File: src/drq_pkg.sv
`default_nettype none

package drq_pkg;

    localparam int unsigned ID_W   = 8;
    localparam int unsigned SEC_W  = 32;
    localparam int unsigned NSEC_W = 30;
    localparam int unsigned CNT_W  = 5;

    localparam logic [1:0] ACT_ENQ = 2'd0;
    localparam logic [1:0] ACT_DEQ = 2'd1;
    localparam logic [1:0] ACT_REM = 2'd2;
    localparam logic [1:0] ACT_CHK = 2'd3;

    localparam logic [1:0] ST_OK        = 2'd0;
    localparam logic [1:0] ST_EMPTY     = 2'd1;
    localparam logic [1:0] ST_FULL      = 2'd2;
    localparam logic [1:0] ST_NOT_FOUND = 2'd3;

    typedef struct packed {
        logic [1:0]        action;
        logic [ID_W-1:0]   thread_id;
        logic [SEC_W-1:0]  deadline_sec;
        logic [NSEC_W-1:0] deadline_nsec;
        logic              preempt_en;
        logic [SEC_W-1:0]  running_sec;
        logic [NSEC_W-1:0] running_nsec;
    } t_in_item;

    typedef struct packed {
        logic [ID_W-1:0]  out_id;
        logic             decision;
        logic [CNT_W-1:0] entry_count;
        logic [1:0]       status;
    } t_out_item;

    typedef struct packed {
        logic [ID_W-1:0]   id;
        logic [SEC_W-1:0]  sec;
        logic [NSEC_W-1:0] nsec;
    } t_entry;

    // deadline a at or before deadline b
    function automatic logic dl_le(
        input logic [SEC_W-1:0]  a_sec,
        input logic [NSEC_W-1:0] a_nsec,
        input logic [SEC_W-1:0]  b_sec,
        input logic [NSEC_W-1:0] b_nsec
    );
        logic res;
        if (a_sec != b_sec) begin
            res = (a_sec < b_sec);
        end else begin
            res = (a_nsec <= b_nsec);
        end
        return res;
    endfunction

endpackage

`default_nettype wire

File: src/drq_ram.sv
`default_nettype none

module drq_ram #(
    parameter int unsigned DEPTH = 16
) (
    input  wire logic                       i_clk,
    input  wire logic                       i_we,
    input  wire logic [$clog2(DEPTH)-1:0]   i_waddr,
    input  wire drq_pkg::t_entry            i_wdata,
    input  wire logic                       i_re,
    input  wire logic [$clog2(DEPTH)-1:0]   i_raddr,
    output drq_pkg::t_entry                 o_rdata
);

    drq_pkg::t_entry r_mem [DEPTH];
    drq_pkg::t_entry r_rdata;

    always_ff @(posedge i_clk) begin
        if (i_we) begin
            r_mem[i_waddr] <= i_wdata;
        end
    end

    always_ff @(posedge i_clk) begin
        if (i_re) begin
            r_rdata <= r_mem[i_raddr];
        end
    end

    assign o_rdata = r_rdata;

endmodule

`default_nettype wire

File: src/drq_ctrl.sv
`default_nettype none

module drq_ctrl #(
    parameter int unsigned DEPTH = 16
) (
    input  wire logic                       i_clk,
    input  wire logic                       i_rst_n,
    input  wire logic                       i_start,
    input  wire drq_pkg::t_in_item          i_item,
    output logic                            o_busy,
    input  wire logic                       i_res_take,
    output logic                            o_done,
    output drq_pkg::t_out_item              o_res,
    output logic                            o_mem_we,
    output logic [$clog2(DEPTH)-1:0]        o_mem_waddr,
    output drq_pkg::t_entry                 o_mem_wdata,
    output logic                            o_mem_re,
    output logic [$clog2(DEPTH)-1:0]        o_mem_raddr,
    input  wire drq_pkg::t_entry            i_mem_rdata
);

    localparam int unsigned AW    = $clog2(DEPTH);
    localparam int unsigned OCC_W = $clog2(DEPTH + 1);

    localparam logic [3:0] S_IDLE     = 4'd0;
    localparam logic [3:0] S_ENQ_RD   = 4'd1;
    localparam logic [3:0] S_ENQ_CMP  = 4'd2;
    localparam logic [3:0] S_SCAN_RD  = 4'd3;
    localparam logic [3:0] S_SCAN_CMP = 4'd4;
    localparam logic [3:0] S_SHIFT_RD = 4'd5;
    localparam logic [3:0] S_SHIFT_WR = 4'd6;
    localparam logic [3:0] S_CHK_CMP  = 4'd7;
    localparam logic [3:0] S_FIN      = 4'd8;

    logic [3:0]                 r_state, n_state;
    logic [OCC_W-1:0]           r_occ, n_occ;
    logic [OCC_W-1:0]           r_idx, n_idx;
    drq_pkg::t_in_item          r_item, n_item;
    logic [drq_pkg::ID_W-1:0]   r_oid, n_oid;
    logic                       r_dec, n_dec;
    logic [1:0]                 r_st, n_st;

    logic [OCC_W-1:0]           idx_inc, idx_dec;
    drq_pkg::t_entry            e_new;
    logic                       occ_zero;

    assign idx_inc  = r_idx + 1'b1;
    assign idx_dec  = r_idx - 1'b1;
    assign occ_zero = (r_occ == '0);
    assign e_new    = '{id: r_item.thread_id, sec: r_item.deadline_sec,
                        nsec: r_item.deadline_nsec};

    always_comb begin
        n_state     = r_state;
        n_occ       = r_occ;
        n_idx       = r_idx;
        n_item      = r_item;
        n_oid       = r_oid;
        n_dec       = r_dec;
        n_st        = r_st;
        o_mem_we    = 1'b0;
        o_mem_waddr = r_idx[AW-1:0];
        o_mem_wdata = i_mem_rdata;
        o_mem_re    = 1'b0;
        o_mem_raddr = r_idx[AW-1:0];
        o_done      = 1'b0;

        unique case (r_state)
            S_IDLE: begin
                if (i_start) begin
                    n_item = i_item;
                    n_oid  = '0;
                    n_dec  = 1'b0;
                    n_st   = drq_pkg::ST_OK;
                    n_idx  = '0;
                    unique case (i_item.action)
                        drq_pkg::ACT_ENQ: begin
                            if (r_occ == OCC_W'(DEPTH)) begin
                                n_st    = drq_pkg::ST_FULL;
                                n_state = S_FIN;
                            end else begin
                                n_idx   = r_occ;
                                n_dec   = i_item.preempt_en &&
                                          !drq_pkg::dl_le(i_item.running_sec,
                                                          i_item.running_nsec,
                                                          i_item.deadline_sec,
                                                          i_item.deadline_nsec);
                                n_state = S_ENQ_RD;
                            end
                        end
                        drq_pkg::ACT_DEQ, drq_pkg::ACT_REM: begin
                            if (occ_zero) begin
                                n_st    = drq_pkg::ST_EMPTY;
                                n_state = S_FIN;
                            end else begin
                                n_state = S_SCAN_RD;
                            end
                        end
                        drq_pkg::ACT_CHK: begin
                            if (occ_zero) begin
                                n_st    = drq_pkg::ST_EMPTY;
                                n_state = S_FIN;
                            end else begin
                                o_mem_re    = 1'b1;
                                o_mem_raddr = '0;
                                n_state     = S_CHK_CMP;
                            end
                        end
                        default: n_state = S_IDLE;
                    endcase
                end
            end
            // walk from the tail toward the head, moving later entries up by one
            S_ENQ_RD: begin
                if (r_idx == '0) begin
                    o_mem_we    = 1'b1;
                    o_mem_wdata = e_new;
                    n_occ       = r_occ + 1'b1;
                    n_state     = S_FIN;
                end else begin
                    o_mem_re    = 1'b1;
                    o_mem_raddr = idx_dec[AW-1:0];
                    n_state     = S_ENQ_CMP;
                end
            end
            S_ENQ_CMP: begin
                o_mem_we = 1'b1;
                if (drq_pkg::dl_le(e_new.sec, e_new.nsec,
                                   i_mem_rdata.sec, i_mem_rdata.nsec)) begin
                    o_mem_wdata = i_mem_rdata;
                    n_idx       = idx_dec;
                    n_state     = S_ENQ_RD;
                end else begin
                    o_mem_wdata = e_new;
                    n_occ       = r_occ + 1'b1;
                    n_state     = S_FIN;
                end
            end
            S_SCAN_RD: begin
                if (r_idx == r_occ) begin
                    n_st    = drq_pkg::ST_NOT_FOUND;
                    n_state = S_FIN;
                end else begin
                    o_mem_re = 1'b1;
                    n_state  = S_SCAN_CMP;
                end
            end
            S_SCAN_CMP: begin
                n_idx = idx_inc;
                if (r_item.action == drq_pkg::ACT_DEQ ||
                    i_mem_rdata.id == r_item.thread_id) begin
                    if (r_item.action == drq_pkg::ACT_DEQ) begin
                        n_oid = i_mem_rdata.id;
                    end
                    n_state = S_SHIFT_RD;
                end else begin
                    n_state = S_SCAN_RD;
                end
            end
            // close the gap: move each later entry down by one
            S_SHIFT_RD: begin
                if (r_idx == r_occ) begin
                    n_occ   = r_occ - 1'b1;
                    n_state = S_FIN;
                end else begin
                    o_mem_re = 1'b1;
                    n_state  = S_SHIFT_WR;
                end
            end
            S_SHIFT_WR: begin
                o_mem_we    = 1'b1;
                o_mem_waddr = idx_dec[AW-1:0];
                o_mem_wdata = i_mem_rdata;
                n_idx       = idx_inc;
                n_state     = S_SHIFT_RD;
            end
            S_CHK_CMP: begin
                n_dec   = drq_pkg::dl_le(i_mem_rdata.sec, i_mem_rdata.nsec,
                                         r_item.deadline_sec, r_item.deadline_nsec);
                n_state = S_FIN;
            end
            S_FIN: begin
                if (i_res_take) begin
                    o_done  = 1'b1;
                    n_state = S_IDLE;
                end
            end
            default: n_state = S_IDLE;
        endcase
    end

    always_ff @(posedge i_clk) begin
        if (!i_rst_n) begin
            r_state <= S_IDLE;
            r_occ   <= '0;
        end else begin
            r_state <= n_state;
            r_occ   <= n_occ;
        end
    end

    always_ff @(posedge i_clk) begin
        r_idx  <= n_idx;
        r_item <= n_item;
        r_oid  <= n_oid;
        r_dec  <= n_dec;
        r_st   <= n_st;
    end

    assign o_busy = (r_state != S_IDLE);
    assign o_res  = '{out_id: r_oid, decision: r_dec,
                      entry_count: drq_pkg::CNT_W'(r_occ), status: r_st};

    a_no_rw_overlap: assert property (@(posedge i_clk) disable iff (!i_rst_n)
        !(o_mem_we && o_mem_re))
        else $error("memory read and write issued in the same cycle");

    a_idx_in_range: assert property (@(posedge i_clk) disable iff (!i_rst_n)
        (r_state != S_IDLE && r_state != S_FIN) |-> (r_idx <= r_occ))
        else $error("walk index beyond occupancy");

    a_occ_bound: assert property (@(posedge i_clk) disable iff (!i_rst_n)
        r_occ <= OCC_W'(DEPTH))
        else $error("occupancy beyond depth");

endmodule

`default_nettype wire

File: src/deadline_sorted_run_queue.sv
// Each transaction runs to a registered result: an action that fails at once (full,
// empty) goes straight to the result; switch check reads the head entry; enqueue moves
// later entries up; dequeue and remove scan the queue and shift the entries after the hit.
// Only one transaction is in flight; the next is taken once the result is registered
// and the controller is back in idle; an output stall holds the controller in its final state.
// Reset clears the occupancy count; the slot memory is not cleared.
`default_nettype none

module deadline_sorted_run_queue #(
    parameter int unsigned DEPTH = 16
) (
    input  wire logic                i_clk,
    input  wire logic                i_rst_n,
    input  wire logic                i_in_valid,
    output logic                     o_in_stall,
    input  wire drq_pkg::t_in_item   i_in_data,
    output logic                     o_out_valid,
    input  wire logic                i_out_stall,
    output drq_pkg::t_out_item       o_out_data
);

    localparam int unsigned AW = $clog2(DEPTH);

    logic                   busy;
    logic                   done;
    logic                   res_take;
    drq_pkg::t_out_item     res;
    logic                   mem_we, mem_re;
    logic [AW-1:0]          mem_waddr, mem_raddr;
    drq_pkg::t_entry        mem_wdata, mem_rdata;

    logic                   r_out_valid;
    drq_pkg::t_out_item     r_out;

    assign res_take = !r_out_valid || !i_out_stall;

    drq_ctrl #(.DEPTH(DEPTH)) u_ctrl (
        .i_clk       (i_clk),
        .i_rst_n     (i_rst_n),
        .i_start     (i_in_valid && !busy),
        .i_item      (i_in_data),
        .o_busy      (busy),
        .i_res_take  (res_take),
        .o_done      (done),
        .o_res       (res),
        .o_mem_we    (mem_we),
        .o_mem_waddr (mem_waddr),
        .o_mem_wdata (mem_wdata),
        .o_mem_re    (mem_re),
        .o_mem_raddr (mem_raddr),
        .i_mem_rdata (mem_rdata)
    );

    drq_ram #(.DEPTH(DEPTH)) u_ram (
        .i_clk   (i_clk),
        .i_we    (mem_we),
        .i_waddr (mem_waddr),
        .i_wdata (mem_wdata),
        .i_re    (mem_re),
        .i_raddr (mem_raddr),
        .o_rdata (mem_rdata)
    );

    always_ff @(posedge i_clk) begin
        if (!i_rst_n) begin
            r_out_valid <= 1'b0;
        end else if (done) begin
            r_out_valid <= 1'b1;
        end else if (!i_out_stall) begin
            r_out_valid <= 1'b0;
        end
    end

    always_ff @(posedge i_clk) begin
        if (done) begin
            r_out <= res;
        end
    end

    assign o_in_stall  = busy;
    assign o_out_valid = r_out_valid;
    assign o_out_data  = r_out;

    a_empty_count: assert property (@(posedge i_clk) disable iff (!i_rst_n)
        (o_out_valid && o_out_data.status == drq_pkg::ST_EMPTY)
            |-> (o_out_data.entry_count == '0))
        else $error("empty status with nonzero count");

    a_dec_ok: assert property (@(posedge i_clk) disable iff (!i_rst_n)
        (o_out_valid && o_out_data.decision) |-> (o_out_data.status == drq_pkg::ST_OK))
        else $error("decision set on a failed transaction");

    a_no_overwrite: assert property (@(posedge i_clk) disable iff (!i_rst_n)
        done |-> res_take)
        else $error("result completed while output register full");

endmodule

`default_nettype wire
File: config.mk
export PLATFORM = sky130hd
export DESIGN_NAME = deadline_sorted_run_queue
export DESIGN_NICKNAME = d
export VERILOG_FILES = /design/src/drq_pkg.sv /design/src/drq_ram.sv /design/src/drq_ctrl.sv /design/src/deadline_sorted_run_queue.sv
export SDC_FILE = /design/constraint.sdc
export NUM_CORES = 2
export LEC_CHECK = 0
export ABC_CLOCK_PERIOD_IN_PS = 8950
export BUFFER_PORTS_ARGS = -buffer_cell sky130_fd_sc_hd__clkbuf_2
export CORE_ASPECT_RATIO = 0.8
export CORE_MARGIN = 1.5
export CORE_UTILIZATION = 35
export DETAILED_ROUTE_END_ITERATION = 10
export GPL_TIMING_DRIVEN = 0
export SYNTH_ARGS = -nofsm -noshare
export SYNTH_HDL_FRONTEND = slang
export SYNTH_SLANG_ARGS = --single-unit
File: constraint.sdc
create_clock -name i_clk -period 8.95 [get_ports i_clk]
set_input_delay 2.685 -clock i_clk [delete_from_list [all_inputs] [get_ports i_clk]]
set_output_delay 2.685 -clock i_clk [all_outputs]
set_load 0.02 [all_outputs]
==> flow_summary.toml <==
[run_status]
status = "finished with violations"
failed_checks = "design-rule violations, max-capacitance violations, max-slew violations"

[critical_path]
crit_start = "i_in_data[133]"
rr_startpoint = "u_ctrl.e_new[53]$_DFFE_PP_"
crit_fanout = 10
required_ns = 9.44
max_stage_delay_ns = 1.03
rr_worst_depth = 11
cp-end-kind = "flop"
rr_endpoint = "u_ram.r_mem[10][68]$_DFFE_PP_"
crit_path_frequent_cell = "clkbuf_1"
reg2reg_slack_ns = 3.40
crit_chain = "clkbuf_2 > ha_1 > o2111ai_2 > a31oi_1 > clkbuf_1 > clkbuf_1 > a221oi_1 > a21oi_1 > nand2_1"
crit_type = "input pin to flop"
cp_top_family = "compound AO/OA/AOI/OAI gates"
crit_slowest_cell = "a31oi_1"
start_kind = "input pin"
crit_arrival_ns = 6.45
timing.critical_path.buf_inv = 3

[synth]
synth_area_leaders = "edfxtp_1 (73%), mux4_2 (8.9%), ha_1 (3.1%)"
muxShareOfSynthArea = 0.118
synth_ff_type = "edfxtp_1"
yosys_warnings = 0
synth_top_area_cell = "edfxtp_1"
yosys.cell_types.count = 57
synth-edff-count = 1294
synthSimpleGateAreaFrac = 0.0319
synthArstFlopShare = 0
synth_top_family_by_area = "multiplexers"
avgSynthCellArea_um2 = 18.2
syn_nets = 3172
syn_area_um2 = 52900
synth_top_area_frac = 0.734
ys_seq_area_frac = 0.738
syn_inst = 2901
synth_adder_area_share = 0.0313
synth_compound_area_frac = 0.0540
synth_seq_cells = 1304
synth_xor_area_frac = 0.00314

[final_layout]
drive_gt1_frac = 0.227
area_growth_pct = 16.2
final_cell_area_um2 = 61500
layout.nets = 3511
num_antenna_cells = 0

[flow_run]
timing.max_cap.violations = 1

[grt]
antenna_found_initial = 2
grt_usage = 0.184
grt_start_max_net_pins = 43
grt_pass1_vias = 28323
grt_pass1_wl_mm = 204
grt_overflow = 0

[placement]
dpl_cell_area_um2 = 57700
dp_hpwl_mm = 94.9
dp_slack_ns = 2.33
io_buffers = 156
gp_congestion = 0.834

[timing]
period_share = 0.666
report.final.setup_viol = 0
setup_ws_ns = 2.99
slew_violations = 8
tightestPinTransition_ns = 1.54
holdWs_ns = 0.425
tns_ns = 0
slew_headroom = -0.0317
fmaxAchievable_mhz = 168
skew_ns = 0.0328
hold_violations = 0
final.min_clock_period_ns = 5.96
rsz0062_at_grt = "no"

[floorplan]
core_um2 = 150000
row_count = 127
die_height_um = 351
start_util = 0.353
dieWidth_um = 438
die_area_um2 = 154000
io_pins = 157

[power_and_ir_drop]
seqPwrFrac = 0.510
pwr-share-clk = 0.367
sw_frac_of_total = 0.250
ir_worst_vdd_mv = 0.176
p_switching_mw = 3.40
p_comb_frac = 0.122
p_per_area_nw_per_um2 = 221
p_leak_nw = 20.9
p_int_mw = 10.2

[worst_hold_path]
hold_path_startpoint = "u_ctrl.r_oid[0]$_SDFFCE_PN0P_"
worstHoldEndpoint = "o_out_data[8]$_DFFE_PP_"
hold_class = "flop to flop"
hold_depth = 0

[drt]
first_pass_iters = 9
wire_per_inst_um = 26.7
ant_nets = 0
vias = 28919
drc = 16
drt_wl_total_mm = 142
initialDrtViolationCount = 3483
vias_per_cell = 5.42

[clock_network]
cts_tree = "done"
clkSlewWorstSetupHoldPaths_ns = 0.06
post-cts-setup-buffer-count = 0
clk_latency_ns = 0.75
clock_sinks = 1304
cts_root_buf = "clkbuf_16"
cts.path.max_buffers = 3
cts_htree_levels = 3
cts_made_buffers = 117
cts_resized = 0
postCtsHoldBufs = 0
-- cell usage after synthesis, drive strengths merged, types with 4 or more instances --
cell type	n
a211oi	10
a21o	23
a21oi	191
a221oi	72
a22oi	72
a31oi	7
and2	11
and3	6
buf	62
clkbuf	73
dfxtp	10
edfxtp	1294
ha	131
inv	144
mux2	70
mux2i	75
mux4	210
nand2	196
nand2b	6
nand3	30
nand4	26
nor2	47
nor2b	8
nor3	17
nor4	8
o21a	4
o21ai	33
o31ai	5
or2	4
xnor2	19
-- state kept, by name, indices dropped and copies added, names as in the netlist --
register	cells
u_ctrl.r_state	4
o_out_data	16
u_ctrl.r_occ	5
u_ctrl.r_oid	8
u_ram.o_rdata	70
u_ctrl.r_st	2
o_out_valid	1
u_ctrl.e_new	70
u_ctrl.r_item	2
u_ctrl.r_idx	5
u_ctrl.r_dec	1
u_ram.r_mem	1120
-- worst reg2reg max path: stages (launching register included) --
cell      delay (ns)
edfxtp_1        0.45
inv_1           0.07
ha_1            0.33
nand4_1         0.22
nor4_1          0.98
and3_1          0.48
nor4_1          0.14
o21ai_0         0.20
a21oi_1         0.17
o211ai_1        0.73
clkbuf_1        0.91
mux2_2          0.57
-- power by group through the flow --
stage / sequential (mW) / clock (mW) / combinational (mW)
final: 6.94 / 5.00 / 1.67
after global routing: 6.94 / 5.32 / 1.81
after CTS: 6.94 / 5.07 / 1.69
after detailed placement: 7.07 / 0 / 1.68
after global placement: 7.09 / 0 / 1.63
after floorplan: 7.05 / 0 / 1.06
-- through the flow --
| step | utilization | instances | power [mW] |
|---|---|---|---|
| 2_1_floorplan | - | 2901 | 8.11 |
| 3_3_place_gp | 0.375 | 5056 | 8.72 |
| 3_5_place_dp | 0.385 | 5120 | 8.75 |
| 4_1_cts | 0.410 | 5339 | 13.7 |
| 5_1_grt | 0.410 | 5339 | 14.1 |
| 6_report | 0.410 | 5339 | 13.6 |
-- worst max path at each step --
stage                               endpoint  slack, ns  depth (start not counted)
2_1_floorplan     u_ram.o_rdata[0]$_DFFE_PP_       3.42                          3
3_3_place_gp   u_ram.r_mem[15][16]$_DFFE_PP_      -1.74                          9
3_5_place_dp     u_ram.o_rdata[57]$_DFFE_PP_       2.33                          9
4_1_cts          u_ram.o_rdata[57]$_DFFE_PP_       3.14                          9
5_1_grt          u_ram.o_rdata[54]$_DFFE_PP_       2.94                          9
6_report          u_ram.o_rdata[8]$_DFFE_PP_       2.99                          9
-- routing by layer --
layer | GRT usage | vias to the layer above | routed length [um]
met5 | 0 | - | 0
met4 | 0.0425 | 0 | 2870
met3 | 0.0331 | 173 | 11500
met2 | 0.285 | 1237 | 65100
met1 | 0.269 | 15146 | 62800
li1 | - | 12363 | -
-- kinds of logic after synthesis --
kind of cell             Yosys count
buffers and inverters            279
XOR/XNOR                          19
AND/OR/NAND/NOR                  371
flip-flops                      1304
adder cells (fa/ha/maj)          132
AO/OA/AOI/OAI                    441
multiplexers                     355
-- layout by cell type (no fill, tap or decap), types with 11 or more instances in the layout --
master,instances
clkbuf_2,156
and2_1,11
a22oi_1,72
clkbuf_16,119
clkbuf_1,97
a21o_1,23
clkinv_1,18
nor2_4,16
buf_6,20
nor3_1,16
buf_2,34
nand4_1,26
nand2_1,196
ha_1,131
a221oi_1,72
buf_16,15
o21ai_0,32
clkinv_2,30
buf_12,44
xnor2_1,19
mux2_2,70
nor2_1,31
a21oi_1,190
nand3_1,29
edfxtp_1,1294
mux4_2,210
mux2i_1,75
inv_1,143
-- area by class of cell --
type / instances / area, um^2
flip-flops and latches: 1304 / 39100
fillers: 13406 / 88500
clock inverters: 76 / 698
plain buffers: 135 / 684
multi-input cells: 1318 / 12800
repair buffers: 220 / 2120
inverters: 144 / 543
clock buffers: 143 / 3070
well taps: 1999 / 2500
Note: power is estimated with default switching activity, not from simulation.
